===== src/sv/uer_pkg.sv =====
`timescale 1ns / 1ps
`default_nettype none

package uer_pkg;

  typedef enum logic [1:0] {
    PH_IDLE     = 2'd0,
    PH_CHARGING = 2'd1,
    PH_RELEASED = 2'd2,
    PH_RUNNING  = 2'd3
  } phase_e;

  typedef enum logic [1:0] {
    C_IDLE = 2'd0,
    C_EVAL = 2'd1,
    C_DIV  = 2'd2,
    C_DONE = 2'd3
  } ctrl_state_e;

  localparam logic       KIND_POLL   = 1'b0;
  localparam logic       KIND_ECHO   = 1'b1;
  localparam logic [7:0] InchDiv     = 8'd148;
  localparam logic [7:0] MaxInches   = 8'd150;
  localparam logic [7:0] OutOfRange  = 8'd255;
  localparam logic [7:0] TpmReset    = 8'd16;
  localparam int         DvsrBits    = 16;

  typedef struct packed {
    logic load;
    logic div_init;
    logic div_step;
    logic commit;
  } uer_cmd_t;

  typedef struct packed {
    logic measure;
    logic div_last;
  } uer_sts_t;

endpackage

`default_nettype wire


===== src/sv/uer_ctrl.sv =====
`timescale 1ns / 1ps
`default_nettype none

module uer_ctrl import uer_pkg::*; (
  input  wire      clk_i,
  input  wire      rst_ni,
  input  wire      in_valid_i,
  output logic     in_ready_o,
  output logic     out_valid_o,
  input  wire      out_ready_i,
  input  uer_sts_t sts_i,
  output uer_cmd_t cmd_o
);

  ctrl_state_e state_q, state_d;
  logic        out_valid_q, out_valid_d;
  logic        out_free;

  assign out_free = !out_valid_q || out_ready_i;

  always_ff @(posedge clk_i or negedge rst_ni) begin
    if (!rst_ni) begin
      state_q     <= C_IDLE;
      out_valid_q <= 1'b0;
    end else begin
      state_q     <= state_d;
      out_valid_q <= out_valid_d;
    end
  end

  always_comb begin
    state_d     = state_q;
    cmd_o       = '0;
    in_ready_o  = 1'b0;
    out_valid_d = out_valid_q && !out_ready_i;
    case (state_q)
      C_IDLE: begin
        in_ready_o = 1'b1;
        if (in_valid_i) begin
          cmd_o.load = 1'b1;
          state_d    = C_EVAL;
        end
      end
      C_EVAL: begin
        if (sts_i.measure) begin
          cmd_o.div_init = 1'b1;
          state_d        = C_DIV;
        end else begin
          state_d = C_DONE;
        end
      end
      C_DIV: begin
        cmd_o.div_step = 1'b1;
        if (sts_i.div_last) begin
          state_d = C_DONE;
        end
      end
      C_DONE: begin
        // result register is shared by all items; wait for it to drain
        if (out_free) begin
          cmd_o.commit = 1'b1;
          out_valid_d  = 1'b1;
          state_d      = C_IDLE;
        end
      end
      default: state_d = C_IDLE;
    endcase
  end

  assign out_valid_o = out_valid_q;

  a_commit_valid: assert property (@(posedge clk_i) disable iff (!rst_ni)
    cmd_o.commit |=> out_valid_q)
    else $error("commit did not raise out_valid");

  a_div_holds: assert property (@(posedge clk_i) disable iff (!rst_ni)
    (state_q == C_DIV && !sts_i.div_last) |=> state_q == C_DIV)
    else $error("divide left early");

  a_accept_eval: assert property (@(posedge clk_i) disable iff (!rst_ni)
    (in_valid_i && in_ready_o) |=> (state_q == C_EVAL && !in_ready_o))
    else $error("accepted beat not evaluated");

endmodule

`default_nettype wire


===== src/sv/uer_dp.sv =====
`timescale 1ns / 1ps
`default_nettype none

module uer_dp import uer_pkg::*; #(
  parameter int CAPTURE_BITS = 32
) (
  input  wire        clk_i,
  input  wire        rst_ni,
  input  wire        kind_i,
  input  wire [31:0] capture_time_i,
  input  wire        cfg_we_i,
  input  wire [7:0]  cfg_data_i,
  input  uer_cmd_t   cmd_i,
  output uer_sts_t   sts_o,
  output logic       trigger_level_o,
  output logic [7:0] distance_inches_o,
  output logic       new_reading_o,
  output logic [1:0] phase_o
);

  localparam int CntBits = $clog2(CAPTURE_BITS);

  logic [7:0]              tpm_q;
  logic                    kind_q;
  logic [CAPTURE_BITS-1:0] num_q, num_d;
  logic [DvsrBits-1:0]     rem_q, rem_d;
  logic [DvsrBits-1:0]     dvsr_q;
  logic [CntBits-1:0]      cnt_q;
  phase_e                  phase_q, phase_d;
  logic                    trig_q, trig_d;
  logic [7:0]              dist_q, dist_d;
  logic                    ign_q, ign_d;
  logic                    fresh_q, fresh_d;

  logic [7:0]          tpm_eff;
  logic [DvsrBits:0]   rem_sh;
  logic                ge;

  always_ff @(posedge clk_i or negedge rst_ni) begin
    if (!rst_ni) begin
      tpm_q <= TpmReset;
    end else if (cfg_we_i) begin
      tpm_q <= cfg_data_i;
    end
  end

  // floor(floor(t/a)/b) == floor(t/(a*b)), so one divide by tpm*148
  assign tpm_eff = (tpm_q == 8'd0) ? 8'd1 : tpm_q;
  assign rem_sh  = {rem_q, num_q[CAPTURE_BITS-1]};
  assign ge      = rem_sh >= {1'b0, dvsr_q};

  always_comb begin
    rem_d = ge ? DvsrBits'(rem_sh - {1'b0, dvsr_q}) : rem_sh[DvsrBits-1:0];
    num_d = {num_q[CAPTURE_BITS-2:0], ge};
  end

  always_ff @(posedge clk_i) begin
    if (cmd_i.load) begin
      kind_q <= kind_i;
      num_q  <= capture_time_i[CAPTURE_BITS-1:0];
    end else if (cmd_i.div_step) begin
      num_q <= num_d;
      rem_q <= rem_d;
      cnt_q <= cnt_q - 1'b1;
    end
    if (cmd_i.div_init) begin
      rem_q  <= '0;
      dvsr_q <= DvsrBits'(tpm_eff) * DvsrBits'(InchDiv);
      cnt_q  <= CntBits'(CAPTURE_BITS - 1);
    end
  end

  assign sts_o.measure  = (kind_q == KIND_ECHO) && (phase_q == PH_RUNNING);
  assign sts_o.div_last = (cnt_q == '0);

  always_comb begin
    phase_d = phase_q;
    trig_d  = trig_q;
    dist_d  = dist_q;
    ign_d   = ign_q;
    fresh_d = 1'b0;
    if (kind_q == KIND_POLL) begin
      case (phase_q)
        PH_IDLE: begin
          trig_d  = 1'b1;
          phase_d = PH_CHARGING;
        end
        PH_CHARGING: begin
          trig_d  = 1'b0;
          phase_d = PH_RELEASED;
        end
        default: ;
      endcase
    end else begin
      case (phase_q)
        PH_RELEASED: phase_d = PH_RUNNING;
        PH_RUNNING: begin
          fresh_d = 1'b1;
          phase_d = PH_IDLE;
          if (num_q > CAPTURE_BITS'(MaxInches)) begin
            dist_d = OutOfRange;
            ign_d  = 1'b1;
          end else if (ign_q) begin
            // reading right after an out-of-range one is discarded
            dist_d = OutOfRange;
            ign_d  = 1'b0;
          end else begin
            dist_d = num_q[7:0];
          end
        end
        default: ;
      endcase
    end
  end

  always_ff @(posedge clk_i or negedge rst_ni) begin
    if (!rst_ni) begin
      phase_q <= PH_IDLE;
      trig_q  <= 1'b0;
      dist_q  <= 8'd0;
      ign_q   <= 1'b0;
      fresh_q <= 1'b0;
    end else if (cmd_i.commit) begin
      phase_q <= phase_d;
      trig_q  <= trig_d;
      dist_q  <= dist_d;
      ign_q   <= ign_d;
      fresh_q <= fresh_d;
    end
  end

  assign trigger_level_o   = trig_q;
  assign distance_inches_o = dist_q;
  assign new_reading_o     = fresh_q;
  assign phase_o           = phase_q;

  a_trig_phase: assert property (@(posedge clk_i) disable iff (!rst_ni)
    trig_q == (phase_q == PH_CHARGING))
    else $error("trigger level out of step with phase");

  a_fresh_idle: assert property (@(posedge clk_i) disable iff (!rst_ni)
    fresh_q |-> phase_q == PH_IDLE)
    else $error("new reading outside idle");

  a_dist_range: assert property (@(posedge clk_i) disable iff (!rst_ni)
    (dist_q <= MaxInches) || (dist_q == OutOfRange))
    else $error("distance out of range");

endmodule

`default_nettype wire


===== src/sv/ultrasonic_echo_ranger.sv =====
// Ultrasonic echo ranger: trigger sequencing and echo-to-inches conversion
// for one sensor (instantiate twice for two sensors).
// Input channel (in_valid_i/in_ready_o): one beat per event, kind_i = 0 for
// a poll tick, 1 for an echo edge; capture_time_i is used on the completing echo edge.
// Output channel (out_valid_o/out_ready_i): exactly one beat per input beat,
// carrying trigger level, stored distance, new-reading flag and phase.
// Config channel (cfg_valid_i/cfg_ready_o): writes ticks_per_microsecond;
// always ready, write only while no item is in flight.
// Sequencing: a poll tick or any other echo edge passes through the evaluate
// and done states; the completing echo edge also runs the
// one-bit-per-cycle restoring divider (divisor ticks_per_microsecond * 148).
// Items are handled one at a time; the next can be accepted in the same
// cycle that the result appears in the output register.
// Reset: idle phase, trigger low, distance 0, config 16, no output pending.
// Output stall: the result register holds; one further item is accepted and
// processed, then waits until the pending beat is taken.
`timescale 1ns / 1ps
`default_nettype none

module ultrasonic_echo_ranger import uer_pkg::*; #(
  parameter int CAPTURE_BITS = 32
) (
  input  wire        clk_i,
  input  wire        rst_ni,
  input  wire        in_valid_i,
  output logic       in_ready_o,
  input  wire        kind_i,
  input  wire [31:0] capture_time_i,
  output logic       out_valid_o,
  input  wire        out_ready_i,
  output logic       trigger_level_o,
  output logic [7:0] distance_inches_o,
  output logic       new_reading_o,
  output logic [1:0] phase_o,
  input  wire        cfg_valid_i,
  output logic       cfg_ready_o,
  input  wire [7:0]  cfg_data_i
);

  uer_cmd_t cmd;
  uer_sts_t sts;

  assign cfg_ready_o = 1'b1;

  uer_ctrl u_ctrl (
    .clk_i       (clk_i),
    .rst_ni      (rst_ni),
    .in_valid_i  (in_valid_i),
    .in_ready_o  (in_ready_o),
    .out_valid_o (out_valid_o),
    .out_ready_i (out_ready_i),
    .sts_i       (sts),
    .cmd_o       (cmd)
  );

  uer_dp #(
    .CAPTURE_BITS (CAPTURE_BITS)
  ) u_dp (
    .clk_i             (clk_i),
    .rst_ni            (rst_ni),
    .kind_i            (kind_i),
    .capture_time_i    (capture_time_i),
    .cfg_we_i          (cfg_valid_i && cfg_ready_o),
    .cfg_data_i        (cfg_data_i),
    .cmd_i             (cmd),
    .sts_o             (sts),
    .trigger_level_o   (trigger_level_o),
    .distance_inches_o (distance_inches_o),
    .new_reading_o     (new_reading_o),
    .phase_o           (phase_o)
  );

endmodule

`default_nettype wire

===== config.mk =====
export PLATFORM = sky130hd
export DESIGN_NAME = ultrasonic_echo_ranger
export DESIGN_NICKNAME = d
export VERILOG_FILES = /design/src/sv/uer_pkg.sv /design/src/sv/uer_ctrl.sv /design/src/sv/uer_dp.sv /design/src/sv/ultrasonic_echo_ranger.sv
export SDC_FILE = /design/constraint.sdc
export NUM_CORES = 1
export LEC_CHECK = 0
export ABC_AREA = 1
export BUFFER_PORTS_ARGS = -buffer_cell sky130_fd_sc_hd__buf_2
export CAP_MARGIN = 10
export CORE_ASPECT_RATIO = 0.75
export CORE_MARGIN = 1
export CORE_UTILIZATION = 54
export CTS_CLUSTER_DIAMETER = 100
export DETAILED_ROUTE_END_ITERATION = 8
export HOLD_SLACK_MARGIN = 0.08
export PLACE_DENSITY = 0.77
export SETUP_SLACK_MARGIN = 0.02
export SLEW_MARGIN = 15
export SYNTH_ARGS = -nofsm -noshare
export SYNTH_HDL_FRONTEND = slang
export SYNTH_SLANG_ARGS = --single-unit
export TNS_END_PERCENT = 50

===== constraint.sdc =====
create_clock -name clk_i -period 2.79 [get_ports clk_i]
set_input_delay 0.1395 -clock clk_i [delete_from_list [all_inputs] [get_ports clk_i]]
set_output_delay 0.1395 -clock clk_i [all_outputs]
set_load 0.01 [all_outputs]

* Word level (Yosys, flattened, before mapping)
Index checks and enable logic that the tools add are counted.
** Storage, ports and cells
- Flip-flop bits (word level) :: 92
- Latch bits :: 0
- RAM bits :: 0
- Bits in read-only memories :: 0
- Bits of input ports :: 46
- Output and inout bits :: 15
- Word-level logic and storage cells :: 75
- Memories kept :: 0
** Cells by class
- $add $sub $neg :: 2
- Multiply operators :: 1
- Divide/modulo/power cells :: 0
- Order comparisons :: 2
- Equal/unequal tests :: 10
- Shifts and indexed selects :: 0
- Mux-type cells :: 28
- Bitwise logic cells :: 2
- Reductions and logical operators :: 17
** Operators by type and width (number)
- 2-to-1 mux 32 bit :: 2
- > comparator 32 x 8 -> 1 bit, second input constant :: 1
- 2-to-1 mux 8 bit :: 3
- greater-or-equal comparator 17 x 16 -> 1 bit :: 1
- 2-to-1 mux 16 bit :: 1
- subtractor 16 bit :: 1
- multiplier 8 x 6 -> 14 bit, second input constant :: 1
- 2-to-1 mux 1 bit :: 14
- AND reduction 3 bit :: 4
- equality test 2 bit, second input constant :: 4
- logical NOT 8 bit :: 1
- 2-to-1 mux 2 bit :: 4
- case mux 2 bit (2 select lines) :: 2
- case mux 2 bit (4 select lines) :: 1
- logical NOT 5 bit :: 1
- subtractor 5 x 1 -> 5 bit, second input constant :: 1
- equality test 2 x 1 -> 1 bit, second input constant :: 2
- logical NOT 2 bit :: 2
- inequality test 2 bit, second input constant :: 2
- nonzero test 2 bit :: 2
- inequality test 3 bit, second input constant :: 1
- nonzero test 3 bit :: 1
- logical AND 1 bit :: 2
- logical NOT 1 bit :: 2
- 5 further kinds :: 6

* Logic depth before layout (Yosys ltp)
- Word-level depth :: 5
- Depth in mapped cells :: 14
- Depth with buffers taken out :: 13

* Hierarchy
From an unflattened synthesis, not the netlist that was laid out.
** Unflattened totals
- Cells, all modules :: 718
- Area total of the unflattened synthesis :: 5683.0 um^2
** By module, submodules not included
- uer_dp :: instances 1, cells each 679, area an instance 5413.9 um^2, seq. area each 2358.5 um^2
- uer_ctrl :: instances 1, cells each 37, area an instance 257.7 um^2, seq. area each 75.1 um^2
- ultrasonic_echo_ranger :: instances 1, cells each 2, area an instance 11.3 um^2, seq. area each 0.0 um^2

* Worst setup path before layout
No wires, ideal clock.
- Kind :: register -> register
- Start :: reg u_dp.tpm_q[2]
- End :: reg u_dp.dvsr_q[12], data pin
- Setup time :: 0.258 ns
- Arrival :: 2.712 ns
- Data required time :: 2.532 ns
- Setup slack :: -0.181 ns
- Cell stages (with the launch flop) :: 13
- Buffers on the path :: 0
- Clock period less this slack :: 2.971 ns
- Cells stage by stage :: dfrtp_1 -> nor2_1 -> nand3_1 -> o41ai_1 -> ha_1 -> ha_1 -> inv_1 -> fa_1 -> o21ai_0 -> a21oi_1 -> nor2_1 -> nor2_1 -> xnor2_1
** On the way
- Cells in the longest elaborated chain, start to end :: 3
** RTL lines
- start: declaration :: line uer_dp.sv:23 : logic [7:0] tpm_q;
- start signal: assignment :: line uer_dp.sv:41 : tpm_q <= TpmReset;
- start signal: assignment :: line uer_dp.sv:43 : tpm_q <= cfg_data_i;
- logical NOT 8 bit :: line uer_dp.sv:48 : assign tpm_eff = (tpm_q == 8'd0) ? 8'd1 : tpm_q;
- 2-to-1 mux 8 bit :: line uer_dp.sv:48
- net u_dp.tpm_eff[0] :: line uer_dp.sv:35 : logic [7:0] tpm_eff;
- multiplier 8 x 6 -> 14 bit :: line uer_dp.sv:68 : dvsr_q <= DvsrBits'(tpm_eff) * DvsrBits'(InchDiv);
- end signal: assignment :: line uer_dp.sv:68
- end: declaration :: line uer_dp.sv:27 : logic [DvsrBits-1:0] dvsr_q;
The timed path passes the listed nets, and every way through them passes these cells.
A chain may end at the register's enable or synchronous reset.

* Worst setup path in the final report
- Start :: reg u_dp.tpm_q[4]
- End :: reg u_dp.dvsr_q[15], data pin
** On the way
- Cells in the longest elaborated chain, start to end :: 3
** RTL lines (line)
- logical NOT 8 bit :: uer_dp.sv:48
- 2-to-1 mux 8 bit (*) :: uer_dp.sv:48
- multiplier 8 x 6 -> 14 bit (*) :: uer_dp.sv:68
Every way passes the cells marked *; elsewhere a longest branch is shown, timed or not.

==> flow_metrics.env <==
export IMPL_run_status="finished, violations left"
export IMPL_failed_checks="setup timing"
export IMPL_async_flop_share=0.261
export IMPL_setup_worst_path_start_class="flop"
export IMPL_overflow=0
export IMPL_grt_util_met3=0.0486
export IMPL_post_route_drc_count=0
export IMPL_cp_required_ns=2.89
export IMPL_endpoint_kind="flop"
export IMPL_cts_max_path_buffers=2
export IMPL_cts_tree="done"
export IMPL_ff2ff_setup_slack_ns=-0.08
export IMPL_grt_max_degree=64
export IMPL_fmax_mhz=348
export IMPL_first_pass_iters=5
export IMPL_period_share=1.03
export IMPL_reg2reg_depth=12
export IMPL_start_util=0.564
export IMPL_arrival_ns=2.97
export IMPL_p_sw_frac=0.414
export IMPL_busiest_layer="met2"
export IMPL_die_height_um=89.7
export IMPL_min_to="u_dp.num_q[16]$_DFFE_PP_"
export IMPL_dieArea_um2=10700
export IMPL_setup_tns_ns=-0.112
export IMPL_period_needed_ns=2.87
export IMPL_slew_viol_final=0
export IMPL_dp_hpwl_um=8660
export IMPL_critPathTopFamily="adder cells"
export IMPL_r2r_start="u_dp.tpm_q[4]$_DFFE_PN1P_"
export IMPL_setup_viol=4
export IMPL_gr_usage_met1=0.327
export IMPL_antenna_found_initial=0
export IMPL_vias=4742
export IMPL_hold_viol=0
export IMPL_ys_seq_area_frac=0.440
export IMPL_slowest_delay_ns=0.60
export IMPL_p_int_mw=4.22
export IMPL_slew_headroom=0.591
export IMPL_clk_pin_slew_ns=0.07
export IMPL_synth_edf_count=47
export IMPL_worstHoldPathType="in2reg"
export IMPL_clock_root_buffer="clkbuf_16"
export IMPL_worstPathCellList="nand2_1 -> inv_2 -> nor2_2 -> ha_1 -> fa_1 -> ha_4 -> a21oi_2 -> nand2_2 -> nand4_1 -> o211ai_1 -> a21oi_1 -> nor2_1"
export IMPL_clkPwrFrac=0.176
export IMPL_pwr_share_comb=0.476
export IMPL_gr_usage_met2=0.403
export IMPL_total_power_mw=7.21
export IMPL_p_switching_mw=2.99
export IMPL_htree_levels=3
export IMPL_powerDensity_nw_per_um2=1070
export IMPL_grt_pass1_wl_um=20100
export IMPL_synth_seq_cells=92
export IMPL_slowest_stage="dfstp_2"
export IMPL_grt_pass1_vias=4379
export IMPL_skew_ns=0.0110
export IMPL_fin_area_um2=6710
export IMPL_grt_setup_unrepaired="yes"
export IMPL_drt_iter0_drc=309
export IMPL_rr_endpoint="u_dp.dvsr_q[15]$_DFFE_PP_"
export IMPL_core_area_um2=9810
export IMPL_pre_cts_ws_ns=-0.153
export IMPL_routed_wl_um=12800
export IMPL_synth_top_cell_area_share=0.255
export IMPL_routabilityCongestion=0.902
export IMPL_synth_area_leader_cell="edfxtp_1"
export IMPL_path_class="reg2reg"
export IMPL_worstPathMaxFanout=6
export IMPL_yosysWarnings=0
export IMPL_wl_per_cell_um=14.1
export IMPL_numCtsBuffers=9
export IMPL_drtAntennaViolNets=0
export IMPL_yosys_top_cells_count="174 x nand2_1, 102 x inv_1, 50 x nor2_1, 50 x o21ai_0, 47 x edfxtp_1"
export IMPL_fin_nets=865
export IMPL_seqPwrFrac=0.348
export IMPL_synthTopCellsByArea="edfxtp_1 26%, nand2_1 12%, dfrtp_1 10%, ha_1 8.8%, dfxtp_1 7.6%"
export IMPL_yosysMostFrequentCell="nand2_1"
export IMPL_peakVddDrop_mv=0.564
export IMPL_synth_nets=771
export IMPL_postLayoutSetupSlackWorst_ns=-0.0796
export IMPL_avgSynthCellArea_um2=8.13
export IMPL_min_path_cells=3
export IMPL_drive_above_1_share=0.185
export IMPL_num_rows=31
export IMPL_leakage_nw=3.19
export IMPL_area_growth_pct=21.3
export IMPL_syn_area_um2=5530
export IMPL_hp_start="capture_time_i[16]"
export IMPL_io_buffers=59
export IMPL_via_per_inst=5.20
export IMPL_diodes=0
export IMPL_io_pin_count=61
export IMPL_drv_cap=0
export IMPL_critPathBufInv=1
export IMPL_yosysUniqueCellTypes=43
export IMPL_clk_latency_ns=0.35
export IMPL_whs_ns=0.0813
export IMPL_track_usage=0.242
export IMPL_cts_sinks=92
export IMPL_tightest_slew_ns=0.608
export IMPL_netlist_instances=681
export IMPL_placed_cell_area_um2=6000
export IMPL_die_w_um=119
export IMPL_synth_ff_type="edfxtp_1"
[what timing repair did]
action                                  in CTS  in global routing
pin swaps                                    9                 13
endpoints found under the setup margin       6                  7
hold endpoints to repair                    47                  0
hold buffers                                25                  0
buffers inserted                             3                  3
resized for setup                           10                  9
[cells by family (layout without fill, tap and decap cells)]
kind of cell	after synthesis	after routing	share of synthesized area
buf+inv	129	228	0.0931
other cells	1	1	0.000678
compound gates	99	99	0.0986
xor+xnor	14	14	0.0222
mux	4	4	0.00814
fa+ha+maj	44	44	0.106
simple gates	298	298	0.231
flops	92	92	0.440
[power groups by stage]
stage	clock network (mW)	registers, mW	logic [mW]
after floorplan	0	2.48	2.49
after global placement	0	2.48	3.10
after detailed placement	0	2.51	3.23
after CTS	1.29	2.49	3.35
after global routing	1.34	2.56	3.88
final	1.27	2.51	3.43
[stage by stage]
step / instances / util
after global routing: 912 / 0.684
after detailed placement: 865 / 0.612
final: 912 / 0.684
after CTS: 909 / 0.676
after global placement: 865 / 0.612
after floorplan: 681 / -
[per-layer routing]
layer	up-vias	part of all wire	routed length, um
met5	-	0	0
met2	138	0.47	6090
li1	2388	-	-
met4	0	0.013	164
met3	19	0.053	680
met1	2197	0.46	5890
[worst register-to-register path, cell delays in order (launching register included)]
cell	delay [ns]
dfstp_2	0.60
nand2_1	0.10
inv_2	0.09
nor2_2	0.04
ha_1	0.29
fa_1	0.56
ha_4	0.23
a21oi_2	0.15
nand2_2	0.09
nand4_1	0.10
o211ai_1	0.13
a21oi_1	0.17
nor2_1	0.06
[state kept, by name, summed over array words and instances, names as in the netlist]
register,count
u_dp.cnt_q,5
u_ctrl.state_q,2
u_dp.phase_o,2
u_ctrl.out_valid_o,1
u_dp.distance_inches_o,8
u_dp.dvsr_q,14
u_dp.trigger_level_o,1
u_dp.kind_q,1
u_dp.ign_q,1
u_dp.new_reading_o,1
u_dp.rem_q,16
u_dp.num_q,32
u_dp.tpm_q,8
[cell type report]
type,count,area [um2]
Fill cell,765,3100
Multi-Input combinational cell,460,2700
Sequential cell,92,2430
Timing Repair Buffer,104,696
Inverter,108,405
Clock buffer,10,239
Tap cell,132,165
Clock inverter,6,70.1
[worst max-delay path by stage]
stage,from,end,slack [ns],cells after the start
detailed placement,u_dp.tpm_q[4]$_DFFE_PN1P_,u_dp.dvsr_q[12]$_DFFE_PP_,-0.15,12
global placement,u_dp.tpm_q[4]$_DFFE_PN1P_,u_dp.dvsr_q[12]$_DFFE_PP_,0.01,12
floorplan,u_dp.tpm_q[7]$_DFFE_PN0P_,u_dp.dvsr_q[12]$_DFFE_PP_,0.02,11
finish,u_dp.tpm_q[4]$_DFFE_PN1P_,u_dp.dvsr_q[15]$_DFFE_PP_,-0.08,12
CTS,u_dp.tpm_q[4]$_DFFE_PN1P_,u_dp.dvsr_q[15]$_DFFE_PP_,-0.04,12
global route,u_dp.tpm_q[4]$_DFFE_PN1P_,u_dp.dvsr_q[15]$_DFFE_PP_,-0.17,12
[placed cells by master (no fill, tap or decap), types with 13 or more instances in the layout]
cell type      count
a21oi_1           29
buf_2             59
buf_4             20
dfrtp_1           22
dfxtp_1           21
dlygate4sd3_1     25
edfxtp_1          47
ha_1              34
inv_1            100
nand2_1          173
nand3_1           33
nand4_1           14
nor2_1            48
nor2_2            13
o21ai_0           49
No activity file was read; power rests on OpenSTA's default activity.
